--- config.mk ---
export PLATFORM = sky130hd
export DESIGN_NAME = sliding_window_rate_limiter_flat
export DESIGN_NICKNAME = d
export VERILOG_FILES = /design/src/rtl/core/swrl_pkg.sv /design/src/rtl/core/swrl_req_if.sv /design/src/rtl/core/swrl_res_if.sv /design/src/rtl/core/swrl_cell.sv /design/src/rtl/core/sliding_window_rate_limiter.sv /design/src/flat_wrapper.sv
export SDC_FILE = /design/constraint.sdc
export NUM_CORES = 2
export LEC_CHECK = 0
export ABC_AREA = 0
export BUFFER_PORTS_ARGS = -buffer_cell sky130_fd_sc_hd__buf_2
export CAP_MARGIN = 0
export CELL_PAD_IN_SITES_DETAIL_PLACEMENT = 1
export CELL_PAD_IN_SITES_GLOBAL_PLACEMENT = 2
export CORE_MARGIN = 5
export CORE_UTILIZATION = 40
export CTS_BUF_LIST = sky130_fd_sc_hd__clkbuf_8 sky130_fd_sc_hd__clkbuf_16
export CTS_CLUSTER_DIAMETER = 200
export DETAILED_ROUTE_END_ITERATION = 10
export GPL_ROUTABILITY_DRIVEN = 0
export GPL_TIMING_DRIVEN = 0
export PLACE_DENSITY_LB_ADDON = 0.2
export SLEW_MARGIN = 10
export SYNTH_ARGS = -nofsm -noshare
export SYNTH_HDL_FRONTEND = slang
export SYNTH_SLANG_ARGS = --single-unit
--- constraint.sdc ---
create_clock -name clk -period 20.7 [get_ports clk]
set_input_delay 4.14 -clock clk [delete_from_list [all_inputs] [get_ports clk]]
set_output_delay 4.14 -clock clk [all_outputs]
set_load 0.05 [all_outputs]
--- src/rtl/core/swrl_pkg.sv ---
// Shared types and constants for the sliding window rate limiter.
package swrl_pkg;

  localparam int TICK_W    = 32;
  localparam int OUT_CNT_W = 5;

  localparam logic [TICK_W-1:0] WINDOW_RESET = 32'd1000;

  typedef logic [TICK_W-1:0] tick_t;

  // Control that the top level broadcasts to every cell of the chain.
  typedef struct packed {
    logic  advance;
    logic  shift;
    tick_t window;
  } swrl_ctl_t;

endpackage

--- src/rtl/core/swrl_req_if.sv ---
// Request channel: one tick-stamped request per transfer.
interface swrl_req_if import swrl_pkg::*; ();
  logic  valid;
  logic  ready;
  tick_t req_tick;

  modport source (output valid, output req_tick, input ready);
  modport sink (input valid, input req_tick, output ready);
endinterface

--- src/rtl/core/swrl_res_if.sv ---
// Result channel: admission decision and in-window count per transfer.
interface swrl_res_if import swrl_pkg::*; ();
  logic                 valid;
  logic                 ready;
  logic                 allowed;
  logic [OUT_CNT_W-1:0] in_window_count;

  modport source (output valid, output allowed, output in_window_count, input ready);
  modport sink (input valid, input allowed, input in_window_count, output ready);
endinterface

--- src/rtl/core/swrl_cell.sv ---
// One cell of the chain: holds one recorded tick time and counts it for a passing request.
module swrl_cell import swrl_pkg::*; #(
  parameter int IDX   = 0,
  parameter int CNT_W = 5
) (
  input  logic             clk,
  input  logic             rst_n,
  input  swrl_ctl_t        ctl,
  input  logic [CNT_W-1:0] fill,
  input  logic             tok_vld_in,
  input  tick_t            tok_now_in,
  input  logic [CNT_W-1:0] tok_cnt_in,
  output logic             tok_vld_out,
  output tick_t            tok_now_out,
  output logic [CNT_W-1:0] tok_cnt_out,
  input  tick_t            time_in,
  output tick_t            time_out
);

  logic             tok_vld_r;
  tick_t            tok_now_r;
  logic [CNT_W-1:0] tok_cnt_r;
  tick_t            time_r;
  tick_t            age;
  logic             hit;
  logic [CNT_W-1:0] tok_cnt_nxt;

  // Only entries below the fill level hold a recorded time.
  assign age         = tok_now_in - time_r;
  assign hit         = (fill > CNT_W'(IDX)) && (age < ctl.window);
  assign tok_cnt_nxt = tok_cnt_in + CNT_W'(hit);

  always_ff @(posedge clk) begin
    if (!rst_n) begin
      tok_vld_r <= 1'b0;
    end else if (ctl.advance) begin
      tok_vld_r <= tok_vld_in;
    end
  end

  always_ff @(posedge clk) begin
    if (ctl.advance) begin
      tok_now_r <= tok_now_in;
      tok_cnt_r <= tok_cnt_nxt;
    end
    // An accepted request moves every recorded time one cell down the row.
    if (ctl.shift) begin
      time_r <= time_in;
    end
  end

  assign tok_vld_out = tok_vld_r;
  assign tok_now_out = tok_now_r;
  assign tok_cnt_out = tok_cnt_r;
  assign time_out    = time_r;

endmodule

--- src/rtl/core/sliding_window_rate_limiter.sv ---
// Top level of the sliding window log rate limiter.
//
//   channel  direction  payload                         transfer when
//   in_ch    in         req_tick[31:0]                  valid && ready
//   out_ch   out        allowed, in_window_count[4:0]   valid && ready
//   cfg      in         cfg_wr_data[31:0] window_ticks  cfg_wr_en
//
// A request walks the row of MAX_ACCEPTED cells, one cell per cycle while the
// row is not stalled, and its result is registered as it leaves the last cell.
// No new request is taken until that result is registered. Reset clears the
// fill level, the request token and the output valid; the window returns to
// 1000 ticks. A request that reaches the end while the previous result is
// still held waits in the last cell until it is taken.
module sliding_window_rate_limiter import swrl_pkg::*; #(
  parameter int MAX_ACCEPTED = 16
) (
  input  logic        clk,
  input  logic        rst_n,
  swrl_req_if.sink    in_ch,
  swrl_res_if.source  out_ch,
  input  logic        cfg_wr_en,
  input  tick_t       cfg_wr_data
);

  localparam int CNT_W = $clog2(MAX_ACCEPTED + 1);
  localparam logic [CNT_W-1:0] CNT_MAX = CNT_W'(MAX_ACCEPTED);

  tick_t                window_r;
  logic [CNT_W-1:0]     fill_r;
  logic                 busy_r;
  logic                 out_valid_r;
  logic                 out_allowed_r;
  logic [OUT_CNT_W-1:0] out_count_r;

  logic             tok_vld [0:MAX_ACCEPTED];
  tick_t            tok_now [0:MAX_ACCEPTED];
  logic [CNT_W-1:0] tok_cnt [0:MAX_ACCEPTED];
  tick_t            time_w  [0:MAX_ACCEPTED-1];

  swrl_ctl_t ctl;
  logic      in_xfer;
  logic      fin;
  logic      done;
  logic      allowed;

  assign in_ch.ready = !busy_r;
  assign in_xfer     = in_ch.valid && !busy_r;

  assign fin     = tok_vld[MAX_ACCEPTED];
  assign done    = fin && (!out_valid_r || out_ch.ready);
  assign allowed = tok_cnt[MAX_ACCEPTED] < CNT_MAX;

  assign ctl.advance = !fin || done;
  assign ctl.shift   = done && allowed;
  assign ctl.window  = window_r;

  assign tok_vld[0] = in_xfer;
  assign tok_now[0] = in_ch.req_tick;
  assign tok_cnt[0] = '0;

  for (genvar k = 0; k < MAX_ACCEPTED; k++) begin : g_cell
    tick_t time_in;
    if (k == 0) begin : g_head
      assign time_in = tok_now[MAX_ACCEPTED];
    end else begin : g_body
      assign time_in = time_w[k-1];
    end

    swrl_cell #(
      .IDX   (k),
      .CNT_W (CNT_W)
    ) u_cell (
      .clk         (clk),
      .rst_n       (rst_n),
      .ctl         (ctl),
      .fill        (fill_r),
      .tok_vld_in  (tok_vld[k]),
      .tok_now_in  (tok_now[k]),
      .tok_cnt_in  (tok_cnt[k]),
      .tok_vld_out (tok_vld[k+1]),
      .tok_now_out (tok_now[k+1]),
      .tok_cnt_out (tok_cnt[k+1]),
      .time_in     (time_in),
      .time_out    (time_w[k])
    );
  end

  always_ff @(posedge clk) begin
    if (!rst_n) begin
      window_r    <= WINDOW_RESET;
      fill_r      <= '0;
      busy_r      <= 1'b0;
      out_valid_r <= 1'b0;
    end else begin
      if (cfg_wr_en) begin
        window_r <= cfg_wr_data;
      end
      if (ctl.shift && (fill_r != CNT_MAX)) begin
        fill_r <= fill_r + CNT_W'(1);
      end
      if (in_xfer) begin
        busy_r <= 1'b1;
      end else if (done) begin
        busy_r <= 1'b0;
      end
      if (done) begin
        out_valid_r <= 1'b1;
      end else if (out_ch.ready) begin
        out_valid_r <= 1'b0;
      end
    end
  end

  always_ff @(posedge clk) begin
    if (done) begin
      out_allowed_r <= allowed;
      out_count_r   <= OUT_CNT_W'(tok_cnt[MAX_ACCEPTED]);
    end
  end

  assign out_ch.valid           = out_valid_r;
  assign out_ch.allowed         = out_allowed_r;
  assign out_ch.in_window_count = out_count_r;

endmodule
--- src/flat_wrapper.sv ---
// flat-port wrapper written by rule: the top's interface ports become plain ports
module sliding_window_rate_limiter_flat import swrl_pkg::*;
#(
  parameter int MAX_ACCEPTED = 16
)
  (clk, rst_n, cfg_wr_en, cfg_wr_data, in_ch_valid, in_ch_req_tick, in_ch_ready, out_ch_valid, out_ch_allowed, out_ch_in_window_count, out_ch_ready);
  swrl_req_if in_ch_i ();
  swrl_res_if out_ch_i ();
  input  logic clk;
  input  logic rst_n;
  input  logic cfg_wr_en;
  input  tick_t cfg_wr_data;
  input wire logic [$bits(in_ch_i.valid)-1:0] in_ch_valid;
  input wire logic [$bits(in_ch_i.req_tick)-1:0] in_ch_req_tick;
  output wire logic [$bits(in_ch_i.ready)-1:0] in_ch_ready;
  output wire logic [$bits(out_ch_i.valid)-1:0] out_ch_valid;
  output wire logic [$bits(out_ch_i.allowed)-1:0] out_ch_allowed;
  output wire logic [$bits(out_ch_i.in_window_count)-1:0] out_ch_in_window_count;
  input wire logic [$bits(out_ch_i.ready)-1:0] out_ch_ready;
  assign in_ch_i.valid = in_ch_valid;
  assign in_ch_i.req_tick = in_ch_req_tick;
  assign in_ch_ready = in_ch_i.ready;
  assign out_ch_valid = out_ch_i.valid;
  assign out_ch_allowed = out_ch_i.allowed;
  assign out_ch_in_window_count = out_ch_i.in_window_count;
  assign out_ch_i.ready = out_ch_ready;
  sliding_window_rate_limiter #(.MAX_ACCEPTED(MAX_ACCEPTED)) u_core (.clk(clk), .rst_n(rst_n), .in_ch(in_ch_i), .out_ch(out_ch_i), .cfg_wr_en(cfg_wr_en), .cfg_wr_data(cfg_wr_data));
endmodule
[Word level (Yosys, flattened, before mapping)]
Index checks and enable logic that the tools add are counted.
W data, S select, Z words.
Storage, ports and cells
  register bits: 1161
  input port bits: 69
  output and inout bits: 8
  word-level logic and storage cells: 167
Cells by class
  add/subtract/negate cells: 32
  order comparisons: 33
  equal/unequal tests: 1
  muxes and demuxes: 4
  reduce and logical (&&, ||, !) cells: 27
Operators by type and width (count)
  $lt A32 B32 Y1: 16
  $sub A32 B32 Y32: 16
  $add A5 B1 Y5: 14
  $gt A5 B4 Y1 const B: 8
  $gt A5 B3 Y1 const B: 4
  $logic_and A1 B1 Y1: 20
  $gt A5 B1 Y1 const B: 2
  $gt A5 B2 Y1 const B: 2
  $add A5 B1 Y5 const B: 1
  $lt A5 B5 Y1 const B: 1
  $ne A5 B5 Y1 const B: 1
  $mux W1: 4
  $reduce_bool A2 Y1: 2
  $logic_not A1 Y1: 3
  $add A1 B1 Y2: 1
  $logic_or A1 B1 Y1: 2

[Longest topological paths before layout]
  depth in word-level cells: 5
  gate-level depth with buffers: 29
  depth with buffers taken out: 29

[Hierarchy]
Synthesis repeated with hierarchy kept, for this count alone.
Unflattened totals
  cells, all modules: 7420
  area total of the unflattened synthesis: 77730.8 um^2
Modules (own cells, without submodules)
  swrl_cell at u_core.g_cell[2].u_cell ...: times used 2, cells each 443, area each 4708.3 um^2, sequential area each 2092.0 um^2
  swrl_cell at u_core.g_cell[11].u_cell ...: times used 2, cells each 443, area each 4704.5 um^2, sequential area each 2092.0 um^2
  swrl_cell at u_core.g_cell[10].u_cell: times used 1, cells each 475, area each 4842.1 um^2, sequential area each 2092.0 um^2
  swrl_cell at u_core.g_cell[0].u_cell: times used 1, cells each 475, area each 4839.6 um^2, sequential area each 2092.0 um^2
  swrl_cell at u_core.g_cell[14].u_cell: times used 1, cells each 474, area each 4838.4 um^2, sequential area each 2092.0 um^2
  swrl_cell at u_core.g_cell[13].u_cell: times used 1, cells each 470, area each 4823.4 um^2, sequential area each 2092.0 um^2
  swrl_cell at u_core.g_cell[15].u_cell: times used 1, cells each 467, area each 4784.6 um^2, sequential area each 2092.0 um^2
  swrl_cell at u_core.g_cell[9].u_cell: times used 1, cells each 458, area each 4772.1 um^2, sequential area each 2092.0 um^2
  swrl_cell at u_core.g_cell[12].u_cell: times used 1, cells each 442, area each 4740.8 um^2, sequential area each 2092.0 um^2
  swrl_cell at u_core.g_cell[7].u_cell: times used 1, cells each 447, area each 4732.0 um^2, sequential area each 2092.0 um^2
  swrl_cell at u_core.g_cell[1].u_cell: times used 1, cells each 447, area each 4718.3 um^2, sequential area each 2092.0 um^2
  swrl_cell at u_core.g_cell[8].u_cell: times used 1, cells each 450, area each 4714.5 um^2, sequential area each 2092.0 um^2
  swrl_cell at u_core.g_cell[4].u_cell: times used 1, cells each 444, area each 4709.5 um^2, sequential area each 2092.0 um^2
  swrl_cell at u_core.g_cell[5].u_cell: times used 1, cells each 443, area each 4707.0 um^2, sequential area each 2092.0 um^2
  sliding_window_rate_limiter: times used 1, cells each 156, area each 1682.9 um^2, sequential area each 960.9 um^2

[Worst setup path before layout]
OpenSTA, ideal clock, no wires.
  kind: input -> register
  start: input out_ch_ready
  end: register u_core.g_cell[0].u_cell.tok_cnt_r[0], enable pin
  setup time: 1.172 ns
  data arrival time: 20.483 ns
  required time: 19.528 ns
  slack: -0.955 ns
  stages: 5
  path buffers: 2
  cells stage by stage: nor2b_1 -> and2_1 -> clkbuf_1 -> inv_1 -> clkbuf_1
RTL lines
  start, declared: line flat_wrapper.sv:19  | input wire logic [$bits(out_ch_i.ready)-1:0] out_ch_ready;
  end signal, assigned: line swrl_cell.sv:44  | tok_cnt_r <= tok_cnt_nxt;
  end, declared: line swrl_cell.sv:22  | logic [CNT_W-1:0] tok_cnt_r;

[Worst setup path in the final report]
  start: input in_ch_req_tick[1]
  end: register u_core.g_cell[0].u_cell.tok_cnt_r[0] (data pin)
Between the ends
  cells in the longest elaborated chain, start to end: 3
Ends and longest elaborated chain
  start, declared: line flat_wrapper.sv:14  | input wire logic [$bits(in_ch_i.req_tick)-1:0] in_ch_req_tick;
  $sub A32 B32 Y32: line swrl_cell.sv:29  | assign age = tok_now_in - time_r;
  $lt A32 B32 Y1: line swrl_cell.sv:30  | assign hit = (fill > CNT_W'(IDX)) && (age < ctl.window);
  $logic_and A1 B1 Y1: line swrl_cell.sv:30
  net u_core.g_cell[0].u_cell.hit: line swrl_cell.sv:25  | logic hit;
The timed path passes the listed nets, and every way through them passes these cells.
A chain may end at the register's enable or synchronous reset.

==> summary.md <==
| Metric | Value |
|---|---|
| Clock latency on the worst-skew pair | 790 ps |
| CTS H-tree depth | 4 |
| CTS root buf | clkbuf_16 |
| Vias | 49,903 |
| Area leader, netlist | edfxtp_1 |
| Pins Over Slew Limit | 0 |
| Total GRT Usage | 20.9% |
| Pre-antenna DRT Iters | 5 |
| Number of CTS-inserted buffers | 142 |
| Crit. End Element | flip-flop |
| Yosys warns | 0 |
| #FFs+latches synth | 1,155 |
| Commonest non-fill, non-tap cell in the layout | edfxtp_1 |
| Register area share after synthesis | 47.3% |
| Final wirelength | 201 mm |
| Max Freq | 112 MHz |
| Post-synth EDFFs | 1,100 |
| Synthesized instance count | 6,444 |
| Top FF cell, synth | edfxtp_1 |
| Arr. time, crit path | 9460 ps |
| Startpoint types | input port |
| Die Span X | 435 µm |
| IO Pins | 77 |
| Worst min-delay path class | reg2reg |
| PortBufs | 74 |
| Asr flop ratio synth | 0% |
| Initial Util | 40.1% |
| DRC | 0 |
| DR iter-0 viols | 1,974 |
| Post-CTS sizing | 0 |
| Library cells used by synthesis | 80 |
| Tmin final | 8970 ps |
| Period Utilization, post-route | 43.3% |
| Final Total Pwr | 5890 µW |
| Most frequent cells in the layout | 1,100 x edfxtp_1, 1,026 x ha_1, 689 x inv_1 |
| WL/cell | 21.9 µm |
| Min Hold Slack | 416 ps |
| Post-CTS Hold Buffers | 0 |
| Longest Clk Path Bufs | 3 |
| Final setup vio count | 0 |
| Area Overhead vs Synth | 11.6% |
| Max cap viols | 0 |
| Syn Std Cell Area | 72,200 µm² |
| Fin nets | 7,792 |
| Critical path type | in2reg |
| Top cells by area, synth | edfxtp_1 46%, ha_1 18%, xnor2_1 4.3% |
| Syn nets | 7,555 |
| Layout cells sized above 1 | 4.82% |
| DP Wirelength | 159 mm |
| Largest net degree at the start of global routing | 89 |
| DR vias/cell | 5.45 |
| FF-to-FF setup slack | 13,220 ps |
| Die Ht | 435 µm |
| Final Hold Viols | 0 |
| Die Area | 189,000 µm² |
| CTS tree | built |
| Setup Fix Bufs, Post-CTS | 0 |
| Syn_area_per_cell | 11.2 µm² |
| Slew headroom | 15.7% |
| Top-area cell type share of the netlist area | 45.8% |
| Clock Skew | 30.7 ps |
| Initial antenna violation count | 16 |
| Filler cell count | 19,351 |
| Clock sinks | 1,155 |
| Vias in the first global route | 54,382 |
| Site Rows | 156 |
| RSZ-0062 raised after global routing | no |
| Peak supply drop | 62.1 µV |
| Power Density | 73.2 nW/µm² |
| Crit Path Max Fanout | 5 |
| Status | completed |
| Leak | 0.0347 µW |
| Core area | 180,000 µm² |
| CTS clk-pin slew, worst paths | 50 ps |
| Worst slew pin tran | 1250 ps |
| CP required | 21,190 ps |
| First-pass GRT wire length | 306 mm |
| Antenna-violating nets left | 0 |
| GR Overflow Total | 0 |
[worst max-delay path: stages]
cell and delay, ps:
buf_2 130, ha_1 280, nor2b_1 120, o21ai_0 280, a21o_1 210, a32oi_1 230, a22o_1 310, o21ai_0 520
o21ai_1 390, a31oi_1 550, o21ai_0 240, xnor2_1 170, ha_1 300, and3_1 200, nand4_1 240, nor3_1 570
and3_1 280, a221oi_1 90, nand3_1 100, a31oi_1 100
[synth_stat cells (92+ instances only)]
library cell  number
o21ai_0          320
nand4_1          112
a21o_1           352
xor2_1           140
nor2b_1          146
inv_1            659
nand2_1          251
xnor2_1          357
nor2_1           279
a21oi_1          543
edfxtp_1        1100
nand3_1          129
ha_1            1026
o21a_1            92
nand2b_1          96
[final timing paths]
| kind | endpoint | from | depth (start not counted) |
|---|---|---|---|
| setup reg to reg | u_core.g_cell[12].u_cell.tok_cnt_out[4] | u_core.g_cell[11].u_cell.tok_now_out[0] | 24 |
| hold reg to reg | u_core.g_cell[0].u_cell.time_out[14] | u_core.g_cell[15].u_cell.tok_now_out[14] | 0 |
| hold / removal | u_core.g_cell[0].u_cell.time_out[14] | u_core.g_cell[15].u_cell.tok_now_out[14] | 0 |
| setup / recovery | u_core.g_cell[0].u_cell.tok_cnt_out[0] | in_ch_req_tick[1] | 20 |
[sequential cells by signal (all words and copies together), names as in the netlist]
| signal | flops |
|---|---|
| u_core.fill_r | 5 |
| u_core.g_cell.u_cell.tok_cnt_out | 70 |
| u_core.busy_r | 1 |
| u_core.out_ch.valid | 1 |
| u_core.window_r | 32 |
| u_core.g_cell.u_cell.tok_vld_out | 16 |
| u_core.out_ch.in_window_count | 5 |
| u_core.g_cell.u_cell.time_out | 512 |
| u_core.g_cell.u_cell.tok_now_out | 512 |
| u_core.out_ch.allowed | 1 |
[metal layers]
metal | up-vias | part of all wire, % | GRT usage (%) | routed length, µm
li1 | 24385 | - | - | -
met1 | 24556 | 42 | 24.5 | 84800
met2 | 630 | 51 | 38.9 | 103000
met3 | 332 | 2.6 | 2.41 | 5270
met4 | 0 | 4.0 | 8.10 | 7980
met5 | - | 0 | 0 | 0
[cell families (layout without fill, tap and decap cells)]
group,count (synthesis),after routing,share of synthesized area [%]
fa+ha+maj,1042,1042,18.2
simple gates,1241,1241,8.74
flops,1155,1155,47.3
other cells,0,4,0
xor+xnor,497,497,6.03
mux,29,29,0.402
compound gates,1760,1760,15.6
buf+inv,720,1065,3.75
[through the flow]
step	cells	utilization (%)	TNS, ps	cell area (µm²)	setup slack [ps]
2_1_floorplan	6444	-	0	72200	2590
3_3_place_gp	8888	41.9	-2809990	75500	-6710
3_5_place_dp	8907	42.2	0	76000	10790
4_1_cts	9159	44.7	0	80500	11640
5_1_grt	9159	44.7	0	80500	11640
6_report	9163	44.7	0	80500	11730
[layout make-up]
cell class	instances	area [µm²]	share of cell area (%)
diodes	4	10.0	0.0124
plain buffers	61	241	0.300
clock buffers	153	3750	4.66
clock inverters	99	741	0.920
inverters	659	2470	3.07
multi-input cells	4569	35300	43.9
flip-flops and latches	1155	34100	42.4
well taps	2370	2970	3.68
repair buffers	93	878	1.09
[report_power, final]
part,leakage (µW),total (µW),internal [µW],switching (µW)
combinational,0.0210,822,349,474
sequential,0.0114,2650,2600,51.9
clock,0.00232,2420,1400,1020
(Power assumes the default switching activity.)
